$ cat config.mk
export PLATFORM = sky130hd
export DESIGN_NAME = cau_front
export DESIGN_NICKNAME = d
export VERILOG_FILES = /design/src/hdl/cau_pkg.sv /design/src/hdl/cau_front.sv
export SDC_FILE = /design/constraint.sdc
export NUM_CORES = 1
export LEC_CHECK = 0
export BUFFER_PORTS_ARGS = -buffer_cell sky130_fd_sc_hd__clkbuf_2
export CAP_MARGIN = 20
export CORE_MARGIN = 1
export CORE_UTILIZATION = 44
export DETAILED_ROUTE_END_ITERATION = 7
export GPL_ROUTABILITY_DRIVEN = 0
export PLACE_DENSITY = 0.85
export REMOVE_ABC_BUFFERS = 1
export SYNTH_ARGS = -nofsm -noshare
export SYNTH_HDL_FRONTEND = slang
export SYNTH_SLANG_ARGS = --single-unit
$ cat constraint.sdc
create_clock -name clk -period 8.9 [get_ports clk]
set_clock_uncertainty 0.15 [all_clocks]
set_input_delay 1.335 -clock clk [delete_from_list [all_inputs] [get_ports clk]]
set_output_delay 1.335 -clock clk [all_outputs]
set_load 0.01 [all_outputs]
$ cat src/hdl/cau_pkg.sv
// Types, constants and the saturation function of the complex arithmetic unit.
package cau_pkg;

  localparam int WORD_BITS = 32;
  localparam int FRAC_BITS = 16;
  localparam int PROD_BITS = 2 * WORD_BITS;
  localparam int SUM_BITS  = 2 * WORD_BITS + 1;

  localparam logic [2:0] CMD_ADD = 3'd0;
  localparam logic [2:0] CMD_SUB = 3'd1;
  localparam logic [2:0] CMD_MUL = 3'd2;
  localparam logic [2:0] CMD_DIV = 3'd3;
  localparam logic [2:0] CMD_EQ  = 3'd4;
  localparam logic [2:0] CMD_NE  = 3'd5;

  typedef enum logic [2:0] {
    K_ADD,
    K_SUB,
    K_MUL,
    K_DIV,
    K_CMP,
    K_NONE
  } kind_t;

  typedef struct packed {
    logic [2:0]                  cmd;
    logic signed [WORD_BITS-1:0] a_re;
    logic signed [WORD_BITS-1:0] a_im;
    logic signed [WORD_BITS-1:0] b_re;
    logic signed [WORD_BITS-1:0] b_im;
  } cau_in_t;

  typedef struct packed {
    logic signed [WORD_BITS-1:0] res_re;
    logic signed [WORD_BITS-1:0] res_im;
    logic                        truth;
    logic                        div_zero;
    logic                        overflow;
  } cau_out_t;

  typedef struct packed {
    kind_t                       kind;
    logic signed [WORD_BITS-1:0] a_re;
    logic signed [WORD_BITS-1:0] a_im;
    logic signed [WORD_BITS-1:0] b_re;
    logic signed [WORD_BITS-1:0] b_im;
    logic                        truth;
    logic                        div_zero;
  } cau_item_t;

  typedef struct packed {
    logic                 ovf;
    logic [WORD_BITS-1:0] w;
  } sat_t;

  function automatic sat_t sat_word(input logic neg, input logic [SUM_BITS-1:0] mag);
    sat_t                r;
    logic [SUM_BITS-1:0] lim;
    logic [SUM_BITS-1:0] nm;
    lim   = SUM_BITS'(1) << (WORD_BITS - 1);
    nm    = -mag;
    r.ovf = 1'b0;
    if (neg) begin
      if (mag > lim) begin
        r.ovf = 1'b1;
        r.w   = {1'b1, {(WORD_BITS-1){1'b0}}};
      end else begin
        r.w = nm[WORD_BITS-1:0];
      end
    end else begin
      if (mag >= lim) begin
        r.ovf = 1'b1;
        r.w   = {1'b0, {(WORD_BITS-1){1'b1}}};
      end else begin
        r.w = mag[WORD_BITS-1:0];
      end
    end
    return r;
  endfunction

endpackage

$ cat src/hdl/cau_front.sv
// Front end: takes commands, classifies them and resolves compares and division by zero.
module cau_front import cau_pkg::*; (
  input  logic      clk,
  input  logic      rst,
  input  logic      start,
  output logic      busy,
  input  cau_in_t   operands,
  input  logic      full,
  output logic      push,
  output cau_item_t item
);

  logic      item_valid;
  logic      accept;
  logic      eq;
  cau_item_t item_next;

  assign busy   = item_valid && full;
  assign push   = item_valid && !full;
  assign accept = start && !busy;
  assign eq     = (operands.a_re == operands.b_re) && (operands.a_im == operands.b_im);

  always_comb begin
    item_next.a_re     = operands.a_re;
    item_next.a_im     = operands.a_im;
    item_next.b_re     = operands.b_re;
    item_next.b_im     = operands.b_im;
    item_next.truth    = 1'b0;
    item_next.div_zero = 1'b0;
    case (operands.cmd)
      CMD_ADD: item_next.kind = K_ADD;
      CMD_SUB: item_next.kind = K_SUB;
      CMD_MUL: item_next.kind = K_MUL;
      CMD_DIV: begin
        item_next.kind     = K_DIV;
        item_next.div_zero = (operands.b_re == '0) && (operands.b_im == '0);
      end
      CMD_EQ: begin
        item_next.kind  = K_CMP;
        item_next.truth = eq;
      end
      CMD_NE: begin
        item_next.kind  = K_CMP;
        item_next.truth = !eq;
      end
      default: item_next.kind = K_NONE;
    endcase
  end

  always_ff @(posedge clk) begin
    if (rst) begin
      item_valid <= 1'b0;
    end else if (accept) begin
      item_valid <= 1'b1;
    end else if (push) begin
      item_valid <= 1'b0;
    end
  end

  always_ff @(posedge clk) begin
    if (accept) begin
      item <= item_next;
    end
  end

endmodule

==> qor.tcl <==
set qor(outcome) {finished, final reports clean}
set qor(netSwitchingPower_uw) 356
set qor(cts_repair_resize_count) 0
set qor(combinationalPowerShare_pct) 9.3
set qor(mappedNetlistArea_um2) 4930
set qor(timing.final.crit_period_ps) 3270
set qor(tritoncts) {done}
set qor(synth_warnings) 0
set qor(start_util_pct) 45.3
set qor(buffer_ports.inserted) 269
set qor(cp_data_required_time_ps) 7410
set qor(power_density_nw_per_um2) 227
set qor(routed-via-count) 3405
set qor(ir_worst_vdd_mv) 0.142
set qor(drv_slew) 0
set qor(max_cap_viol_count) 0
set qor(cts.reportedPaths.clkPinSlew_ps) 60
set qor(synthToLayoutAreaGrowth_pct) 43.4
set qor(cts_post_setup_buffers_inserted) 0
set qor(drtPass1Iterations) 5
set qor(number_of_sinks_on_the_clock_net) 134
set qor(cellInternalPower_uw) 1250
set qor(cp_common_cell) {clkbuf_2}
set qor(pre_cts_ws_ps) 5630
set qor(p_sw_share_pct) 22.1
set qor(overflow) 0
set qor(grt_start_max_net_pins) 79
set qor(hold_viol_final) 0
set qor(power.leakage_uw) 0.00304
set qor(post-synth-top-count-cell) {edfxtp_1}
set qor(grt_antenna_before_repair) 1
set qor(tns_ps) 0
set qor(drc_errors) 0
set qor(cpPeakStageDelay_ps) 210
set qor(max-slew-margin-rel_pct) 34.5
set qor(num-nets-final) 678
set qor(critical_path_arrival_ps) 1790
set qor(worstPathCellList) {clkbuf_2 > and2_1 > clkbuf_2}
set qor(sequential_power_share_pct) 46.6
set qor(synth_top_cells_by_count) {133 x edfxtp_1, 64 x xor2_1, 30 x nor4_1}
set qor(timing.critical_path.to_type) {output port}
set qor(netlist_instances) 254
set qor(synth_ff_type) {edfxtp_1}
set qor(achievable-frequency_mhz) 306
set qor(setup_repair_after_global_routing_missed_its_margin) {no}
set qor(antenna-diode-count) 0
set qor(fin_ws_ps) 5630
set qor(synth_edf_count) 133
set qor(critical_path_peak_fanout) 3
set qor(critical_path_class) {input pin to output port}
set qor(wire_length_of_the_first_global_routing_pass_um) 19300
set qor(timing.final.setup_violations) 0
set qor(layout-drive-gt1-share_pct) 54.4
set qor(hold_class) {flop to flop}
set qor(clk_root_buffer_cell) {clkbuf_8}
set qor(first_global_vias) 3563
set qor(synth-async-reset-ratio_pct) 0
set qor(ys_ff_latch) 134
set qor(synth.area.top_cells) {edfxtp_1 81%, xor2_1 11%, nor4_1 3.8%}
set qor(avgSynthCellArea_um2) 19.4
set qor(clockBufferDepth) 2
set qor(top_level_ports) 270
set qor(worst-slew-pin-transition_ps) 983
set qor(cts_hold_buf) 0
set qor(cp_max_delay_cell) {and2_1}
set qor(clock_latency_ps) 510
set qor(cts_buffers) 17
set qor(vias_per_cell) 4.90
set qor(finalCoreUtilization_pct) 64.9
set qor(fp.dieW_um) 108
set qor(share_clk_of_total_power_pct) 44.0
set qor(core-area_um2) 10900
set qor(synth.lib_cells_used.distinct) 17
set qor(htreeDepth) 4
set qor(total_power_uw) 1610
set qor(detailedRoute.firstIterationViolations) 161
set qor(groute.usage.overall_pct) 23.6
set qor(dpl.hpwl_um) 10600
set qor(wire_per_inst_um) 19.4
set qor(final_min_period_over_clock_period_pct) 36.8
set qor(startpoint_type) {input pin}
set qor(synth.yosys.seq_area_share_pct) 81.4
set qor(die_area_um2) 11600
set qor(synthDominantAreaCellType) {edfxtp_1}
set qor(finalWirelength_um) 13500
set qor(floorplan.rows) 38
set qor(floorplan.die.height_um) 108
set qor(synth.top_cell.area_share_pct) 81.0
set qor(detail-route-antenna-nets) 0
==> layout make-up <==
cell class                      instances  area (um2)
Sequential cell                       134        4010
Multi-Input combinational cell        119         920
Timing Repair Buffer                  271        1360
Clock inverter                         13         180
Clock buffer                           18         418
Fill cell                             807        3820
Tap cell                              140         175
==> critical path, delay by kind of cell <==
kind	cells	cell delay [ps]
and+or+nand+nor	1	210
buffers and inverters	2	240
==> layer usage <==
layer  share of wire (%)  up-vias  track usage (%)  wire (um)
met1                  36     1602             25.6       4840
met4                 2.0        0             10.8        273
met2                  53      197             41.3       7100
met5                   0        -                0          0
li1                    -     1585                -          -
met3                 9.3       21             8.29       1260
==> cells in the final DEF (no fill, tap or decap), types with 3 or more instances in the layout <==
cell type  synthesis  routed
bufinv_16          0       4
nor4_1            30      30
xor2_1            64      64
clkinv_4           0       3
clkbuf_2           0     269
clkbuf_16          0      16
nand4_1            8       8
edfxtp_1         133     133
nor2_1             4       4
clkinv_1           0       3
==> logic make-up (layout without fill, tap and decap cells) <==
group	Yosys count	after routing	share of synthesized area, %
DFF	134	134	81.4
xor gates and xnor gates	64	64	11.4
and+or+nand+nor	53	53	6.70
muxes	2	2	0.431
buffers and inverters	1	302	0.0761
==> state kept, by name, summed over array words and instances, names as in the netlist <==
signal / cells
item_valid: 1
item: 133
==> power groups by stage <==
stage	Clock (uW)	Combinational, uW	Sequential [uW]
after detailed placement	0	151	762
final	708	150	749
after CTS	719	152	749
after global placement	0	148	761
after global routing	742	163	752
after floorplan	0	34.6	788
==> metrics by stage <==
| stage | hold WS, ps | cells | cell area, um2 |
|---|---|---|---|
| after global placement | 502 | 664 | 6470 |
| after floorplan | 479 | 253 | 4930 |
| after detailed placement | 509 | 664 | 6470 |
| after global routing | 549 | 695 | 7070 |
| after CTS | 520 | 695 | 7070 |
| final | 519 | 695 | 7070 |
==> worst paths after layout <==
path / start / depth (start not counted) / slack, ps / endpoint
min: item_valid$_SDFFE_PP0P_ / 3 / 520 / item_valid$_SDFFE_PP0P_
min reg2reg: item_valid$_SDFFE_PP0P_ / 3 / 520 / item_valid$_SDFFE_PP0P_
max: full / 3 / 5630 / busy
max reg2reg: item_valid$_SDFFE_PP0P_ / 3 / 6960 / item[32]$_DFFE_PP_
(Power assumes the default switching activity.)
