File: src/hdl/cau_pkg.sv
// Types, constants and the saturation function of the complex arithmetic unit.
package cau_pkg;

  localparam int WORD_BITS = 32;
  localparam int FRAC_BITS = 16;
  localparam int PROD_BITS = 2 * WORD_BITS;
  localparam int SUM_BITS  = 2 * WORD_BITS + 1;

  localparam logic [2:0] CMD_ADD = 3'd0;
  localparam logic [2:0] CMD_SUB = 3'd1;
  localparam logic [2:0] CMD_MUL = 3'd2;
  localparam logic [2:0] CMD_DIV = 3'd3;
  localparam logic [2:0] CMD_EQ  = 3'd4;
  localparam logic [2:0] CMD_NE  = 3'd5;

  typedef enum logic [2:0] {
    K_ADD,
    K_SUB,
    K_MUL,
    K_DIV,
    K_CMP,
    K_NONE
  } kind_t;

  typedef struct packed {
    logic [2:0]                  cmd;
    logic signed [WORD_BITS-1:0] a_re;
    logic signed [WORD_BITS-1:0] a_im;
    logic signed [WORD_BITS-1:0] b_re;
    logic signed [WORD_BITS-1:0] b_im;
  } cau_in_t;

  typedef struct packed {
    logic signed [WORD_BITS-1:0] res_re;
    logic signed [WORD_BITS-1:0] res_im;
    logic                        truth;
    logic                        div_zero;
    logic                        overflow;
  } cau_out_t;

  typedef struct packed {
    kind_t                       kind;
    logic signed [WORD_BITS-1:0] a_re;
    logic signed [WORD_BITS-1:0] a_im;
    logic signed [WORD_BITS-1:0] b_re;
    logic signed [WORD_BITS-1:0] b_im;
    logic                        truth;
    logic                        div_zero;
  } cau_item_t;

  typedef struct packed {
    logic                 ovf;
    logic [WORD_BITS-1:0] w;
  } sat_t;

  function automatic sat_t sat_word(input logic neg, input logic [SUM_BITS-1:0] mag);
    sat_t                r;
    logic [SUM_BITS-1:0] lim;
    logic [SUM_BITS-1:0] nm;
    lim   = SUM_BITS'(1) << (WORD_BITS - 1);
    nm    = -mag;
    r.ovf = 1'b0;
    if (neg) begin
      if (mag > lim) begin
        r.ovf = 1'b1;
        r.w   = {1'b1, {(WORD_BITS-1){1'b0}}};
      end else begin
        r.w = nm[WORD_BITS-1:0];
      end
    end else begin
      if (mag >= lim) begin
        r.ovf = 1'b1;
        r.w   = {1'b0, {(WORD_BITS-1){1'b1}}};
      end else begin
        r.w = mag[WORD_BITS-1:0];
      end
    end
    return r;
  endfunction

endpackage

File: src/hdl/cau_queue.sv
// Short queue of classified commands between the front end and the back end.
module cau_queue import cau_pkg::*; #(
  parameter int DEPTH = 2
) (
  input  logic      clk,
  input  logic      rst,
  input  logic      push,
  input  cau_item_t push_data,
  output logic      full,
  input  logic      pop,
  output cau_item_t pop_data,
  output logic      empty
);

  localparam int PTR_BITS = (DEPTH > 1) ? $clog2(DEPTH) : 1;
  localparam int CNT_BITS = $clog2(DEPTH + 1);

  cau_item_t             slots [DEPTH];
  logic [PTR_BITS-1:0]   wr_ptr;
  logic [PTR_BITS-1:0]   rd_ptr;
  logic [CNT_BITS-1:0]   count;

  assign full     = (count == CNT_BITS'(DEPTH));
  assign empty    = (count == '0);
  assign pop_data = slots[rd_ptr];

  function automatic logic [PTR_BITS-1:0] wrap_inc(input logic [PTR_BITS-1:0] p);
    return (p == PTR_BITS'(DEPTH - 1)) ? '0 : p + 1'b1;
  endfunction

  always_ff @(posedge clk) begin
    if (rst) begin
      wr_ptr <= '0;
      rd_ptr <= '0;
      count  <= '0;
    end else begin
      if (push) begin
        wr_ptr <= wrap_inc(wr_ptr);
      end
      if (pop) begin
        rd_ptr <= wrap_inc(rd_ptr);
      end
      if (push && !pop) begin
        count <= count + 1'b1;
      end else if (pop && !push) begin
        count <= count - 1'b1;
      end
    end
  end

  always_ff @(posedge clk) begin
    if (push) begin
      slots[wr_ptr] <= push_data;
    end
  end

endmodule

File: config.mk
export PLATFORM = sky130hd
export DESIGN_NAME = cau_queue
export DESIGN_NICKNAME = d
export VERILOG_FILES = /design/src/hdl/cau_pkg.sv /design/src/hdl/cau_queue.sv
export SDC_FILE = /design/constraint.sdc
export NUM_CORES = 1
export LEC_CHECK = 0
export ABC_AREA = 1
export BUFFER_PORTS_ARGS = -buffer_cell sky130_fd_sc_hd__buf_2
export CAP_MARGIN = 20
export CORE_MARGIN = 5
export CORE_UTILIZATION = 35
export DETAILED_ROUTE_END_ITERATION = 10
export GPL_TIMING_DRIVEN = 0
export SLEW_MARGIN = 5
export SYNTH_ARGS = -nofsm -noshare
export SYNTH_HDL_FRONTEND = slang
export SYNTH_SLANG_ARGS = --single-unit
export TNS_END_PERCENT = 10
File: constraint.sdc
create_clock -name clk -period 7.7 [get_ports clk]
set_input_delay 0.385 -clock clk [delete_from_list [all_inputs] [get_ports clk]]
set_output_delay 0.385 -clock clk [all_outputs]
set_load 0.01 [all_outputs]
==> results_dict.tcl, run 1 <==
set metrics [dict create \
    hpwl_mm 13.84 \
    routed_via_density 4.340 \
    grt_usage_pct 11.90 \
    io_pins 272 \
    finClkSkew_ps 8.497 \
    finalSetupTns_ps 0 \
    path_cells "buf_6 > buf_6 > buf_6 > mux2_4 > buf_2" \
    synth_xor_area_share_pct 0.08667 \
    finalHoldViolCount 0 \
    crit_type "reg -> out" \
    dieArea_mm2 0.03237 \
    dr.pass1.iters 4 \
    maxSlewViolCount 0 \
    async_reset_ff_share_pct 0 \
    cp_data_required_time_ps 7320 \
    path_delay_family "buffers and inverters" \
    nets 911 \
    period_share_pct 28.99 \
    tritoncts "yes" \
    synth.cell_area_mm2 0.01011 \
    avgSynthCellArea_um2 22.61 \
    grt_setup_unrepaired "no" \
    synth-seq-area-share_pct 80.03 \
    routed_wl_mm 20.16 \
    synth.area.mux_share_pct 17.42 \
    hp-class "in -> reg" \
    grt_overflow 0 \
    synthCells 447 \
    port_buffers 271 \
    die_w_um 179.9 \
    core_mm2 0.02863 \
    cpMostUsedCell "buf_6" \
    gp_congestion 0.6829 \
    clk_pin_slew_ps 60 \
    cp_num_buf_inv 4 \
    grt_pass1_wl_mm 30.61 \
    htreeDepth 1 \
    drv_cap 0 \
    worstPathMaxFanout 10 \
    synth_compound_area_share_pct 0.09905 \
    final-setup-viol-count 0 \
    nFillCells 2503 \
    startpoint_type "flip-flop" \
    place_ws_ps 5573 \
    cts_buffer_depth 3 \
    drc_errors 0 \
    status "complete, no violations" \
    numCtsBuffers 28 \
    grt_pass1_vias 5406 \
    slew_headroom_pct 47.11 \
    period_needed_ps 2232 \
    fmax_mhz 448.0 \
    insertion_delay_ps 530 \
    vias 5117 \
    die_h_um 179.9 \
    grt_max_degree 81 \
    drtIter0Drc 94 \
    p_leak_nw 5.114 \
    area_growth_pct 30.56 \
    multi_input_area_mm2 0.001861 \
    ys_ff_latch 271 \
    most-common-layout-cells "buf_2, edfxtp_1, mux2_4, mux2_2, clkbuf_16" \
    crit_path_top_delay_cell "dfxtp_1" \
    start_util_pct 35.30 \
    synth_cell_types 16 \
    grt_antenna_before_repair 2 \
    synth_fa_ha_area_share_pct 0.1238 \
    layout_setup_ws_ps 5468 \
    layout_commonest_cell "buf_2" \
    synth_nets 585 \
    power_density_mw_per_mm2 259.9 \
    tightest_slew_ps 793.4 \
    yosysWarnings 0 \
    synth_top_family_by_area "multiplexers" \
    vdd_drop_max_v 0.0001768 \
    arrival_ps 1850 \
    synth-simple-area-share_pct 0.6067 \
    synth-edff-count 266 \
    row_count 62 \
    drtAntennaViolNets 0 \
    ff_latch_area_mm2 0.008088 \
    cts_setup_buffers 0 \
    end_kind "output port" \
    wl_per_cell_um 17.10 \
    ys.flop_type "edfxtp_1" \
    cts_sinks 271 \
    crit_path_max_incr_delay_ps 320 \
    drive_gt1_share_pct 59.07 \
    cts_root_buf "clkbuf_16" \
]
==> cell families after synthesis <==
group                    count (synthesis)
AO/OA/AOI/OAI                            2
XOR/XNOR                                 1
adder cells (fa/ha/maj)                  1
buffers and inverters                   24
flip-flops                             271
multiplexers                           133
AND/OR/NAND/NOR                         15
==> registers in the layout, summed over array words and instances, names as in the netlist, named ones only <==
name,cells
count,2
wr_ptr,1
rd_ptr,1
slots,266
==> repair_timing <==
action | CTS | global route
gates resized for setup | 0 | 0
hold buffers | 19 | 0
hold endpoints to repair | 34 | 0
==> layer usage <==
layer / global-route usage, % / part of all wire (%)
met5: 0 / 0.12
met3: 4.648 / 8.5
met4: 2.774 / 2.5
met1: 14.08 / 39
met2: 20.56 / 49
==> report_power, final <==
part	switching (mW)	total (mW)	internal, mW	leakage, nW
Combinational	0.192	0.389	0.197	2.13
Sequential	0.0169	1.73	1.71	2.54
Clock	0.531	1.32	0.784	0.441
==> per-stage QoR <==
step / power [mW] / util (%) / instances / hold WS, ps / cell area (um2)
after floorplan: 1.986 / - / 447 / 457.4 / 10110
after global placement: 2.151 / 41.72 / 1102 / 494.9 / 11940
after detailed placement: 2.147 / 42.24 / 1108 / 508.8 / 12090
after CTS: 3.485 / 46.08 / 1178 / 0.07788 / 13190
after global routing: 3.584 / 46.08 / 1178 / 6.559 / 13190
final: 3.429 / 46.09 / 1179 / 37.45 / 13190
==> path summary, 6_finish.rpt <==
check | to | slack [ps] | depth (start not counted) | from
max | pop_data[63] | 5470 | 5 | flip-flop
min | slots[1][47]$_DFFE_PP_ | 40 | 1 | push_data[47]
max reg2reg | slots[0][118]$_DFFE_PP_ | 5850 | 4 | wr_ptr$_SDFFE_PP0P_
min reg2reg | flip-flop | 520 | 2 | rd_ptr$_SDFFE_PP0P_
==> Yosys cell counts (all sizes together), types with 5 or more instances <==
library cell	number	area share, %
mux2	133	17
nand2	5	0.19
edfxtp	266	79
buf	15	1.3
inv	9	0.33
nor2	7	0.26
dfxtp	5	0.99
==> worst reg2reg max path: cells and delay by family, from the launching register on <==
kind	cells	cell delay, ps
and+or+nand+nor	1	470
buffers and inverters	3	730
DFF	1	340
==> layout make-up <==
type                       instances  area share (%)
buffer                            15          0.9957
clock inverter                    19           1.318
sequential                       271           61.30
multi-input combinational        152           14.10
inverter                           9          0.2940
clock buffer                      32           5.586
tap                              384           3.642
antenna                            1         0.01897
timing repair buffer             296           12.75
(Power assumes the default switching activity.)
==> inputs of run 2 (changes only) <==
Clock period 7.7 ns to 1.9 ns, I/O delays scaled along.
==> run 2 against run 1 <==
Clock power rose to 3.9 times the previous value. Wire length up 8.9%. Combinational power rose to 5.2 times the previous value. Final cell count up 10%. Die area unchanged. Sequential power rose to 4.0 times the previous value. Sequential share of layout area down 6.8 points. Via count up 12%. First-iteration DRC count up 120%. Critical path type unchanged.
==> results_dict.tcl, run 2 (synthesis gave the netlist of run 1 again) <==
set metrics [dict create \
    reg.largest.list "slots x266, count x2" \
    grt_pass1_vias 6085 \
    drc_errors 0 \
    placed_cells 1111 \
    hold_slack_ps 281.3 \
    cp_data_required_time_ps 1800 \
    place_area_mm2 0.01215 \
    cts_sinks 271 \
    regToRegStartpoint "wr_ptr$_SDFFE_PP0P_" \
    drtAntennaViolNets 0 \
    area_growth_pct 46.80 \
    wl_per_cell_um 16.86 \
    top_usage_layer "met2" \
    dr.pass1.iters 4 \
    end_kind "output port" \
    finClkSkew_ps 8.634 \
    final_util_pct 51.83 \
    insertion_delay_ps 530 \
    die_w_um 179.9 \
    nets 1034 \
    gp_congestion 0.6947 \
    crit_path_end "pop_data[74]" \
    htreeDepth 1 \
    grt_use_met1_pct 15.31 \
    power_density_mw_per_mm2 955.3 \
    crit_type "reg -> out" \
    cts_buffer_depth 3 \
    period_needed_ps 1868 \
    grt_overflow 0 \
    cpMostUsedCell "buf_12" \
    most-common-layout-cells "edfxtp_1, buf_2, dlygate4sd3_1, mux2_4, mux2_2" \
    regMostFlops "slots" \
    largest_reg_flops 266 \
    tritoncts "yes" \
    drv_cap 0 \
    finalHoldViolCount 0 \
    crit_path_top_delay_cell "dfxtp_2" \
    period_share_pct 98.31 \
    p_leak_nw 5.753 \
    reg2reg_slack_ps 140 \
    grt_use_met2_pct 21.81 \
    path_delay_family "buffers and inverters" \
    grt_setup_unrepaired "yes" \
    crit_path_max_incr_delay_ps 330 \
    die_h_um 179.9 \
    routed_wl_mm 21.95 \
    routed_via_density 4.384 \
    fin_cells 1302 \
    grt_pass1_wl_mm 33.07 \
    drtIter0Drc 209 \
    status "complete, no violations" \
    crit_cells 5 \
    r2r_cells 3 \
    tightest_slew_ps 857.4 \
    reg2reg_to "slots[0][108]$_DFFE_PP_" \
    grt_max_degree 35 \
    cp_num_buf_inv 4 \
    vias 5708 \
    clk_pin_slew_ps 60 \
    hpwl_mm 14.25 \
    grt_usage_pct 12.70 \
    io_pins 272 \
    core_mm2 0.02863 \
    drive_gt1_share_pct 51.09 \
    row_count 62 \
    start_util_pct 35.30 \
    slew_headroom_pct 42.71 \
    fmax_mhz 535.4 \
    vdd_drop_max_v 0.0006331 \
    cts_root_buf "clkbuf_16" \
    maxSlewViolCount 0 \
    port_buffers 271 \
    path_cells "buf_8 > buf_12 > buf_12 > mux2_4 > buf_2" \
    fin_area_mm2 0.01484 \
    layout_commonest_cell "edfxtp_1" \
    hp-class "in -> reg" \
    arrival_ps 1770 \
    use_met3_pct 3.719 \
    dieArea_mm2 0.03237 \
    final-setup-viol-count 0 \
    numCtsBuffers 28 \
    p_total_mw 14.17 \
    startpoint_type "flip-flop" \
    worstPathMaxFanout 10 \
    grt_antenna_before_repair 2 \
]
[run 2: changes by cell type in the layout (fill, tap and decap cells not counted), sizes merged]
cell,delta
diode,+1
clkinvlp,-2
dlygate4sd3,+118
clkbuf,+9
bufinv,-1
clkinv,+1
buf,-1
inv,-2
[run 2: per-layer routing]
| metal | routed length [um] | share of wire (%) | up-vias |
|---|---|---|---|
| met3 | 1549 | 7.1 | 39 |
| li1 | - | - | 2669 |
| met2 | 11070 | 50 | 202 |
| met5 | 0 | 0 | - |
| met4 | 613 | 2.8 | 0 |
| met1 | 8716 | 40 | 2798 |
[run 2: worst min path at each step]
stage	from	to	slack [ps]	cells after the start
detailed placement	push_data[15]	slots[0][15]$_DFFE_PP_	290	1
finish	push_data[19]	slots[1][19]$_DFFE_PP_	280	2
global route	push_data[19]	slots[0][19]$_DFFE_PP_	260	2
floorplan	rst	wr_ptr$_SDFFE_PP0P_	170	1
CTS	push_data[19]	slots[0][19]$_DFFE_PP_	240	2
global placement	push_data[13]	slots[0][13]$_DFFE_PP_	280	1
[run 2: report_power, final]
group / switching (mW) / internal (mW)
registers: 0.0699 / 6.92
logic: 0.870 / 1.15
clock network: 2.13 / 3.02
total: 3.07 / 11.1
[run 2: repair_timing]
action | CTS | global route
gates cloned | 0 | 1
setup endpoints to repair | 129 | 121
resized for setup | 22 | 55
buffers inserted | 1 | 0
hold buffers | 137 | 0
endpoints found under the hold margin | 271 | 0
[run 2: metrics by stage]
stage,setup WS (ps),TNS [ps]
after floorplan,-861.5,-221320
after global placement,-2297,-581730
after detailed placement,107.0,0
after CTS,-56.73,-3612
after global routing,-31.45,-1334
final,32.08,0
[run 2: layout make-up]
class | count | area [um2]
multi-input cells | 152 | 1863
well taps | 384 | 480.5
diodes | 2 | 5.005
fillers | 2331 | 13790
repair buffers | 419 | 3279
inverters | 9 | 37.54
plain buffers | 15 | 220.2
flip-flops and latches | 271 | 8090
clock inverters | 15 | 111.4
clock buffers | 35 | 748.2
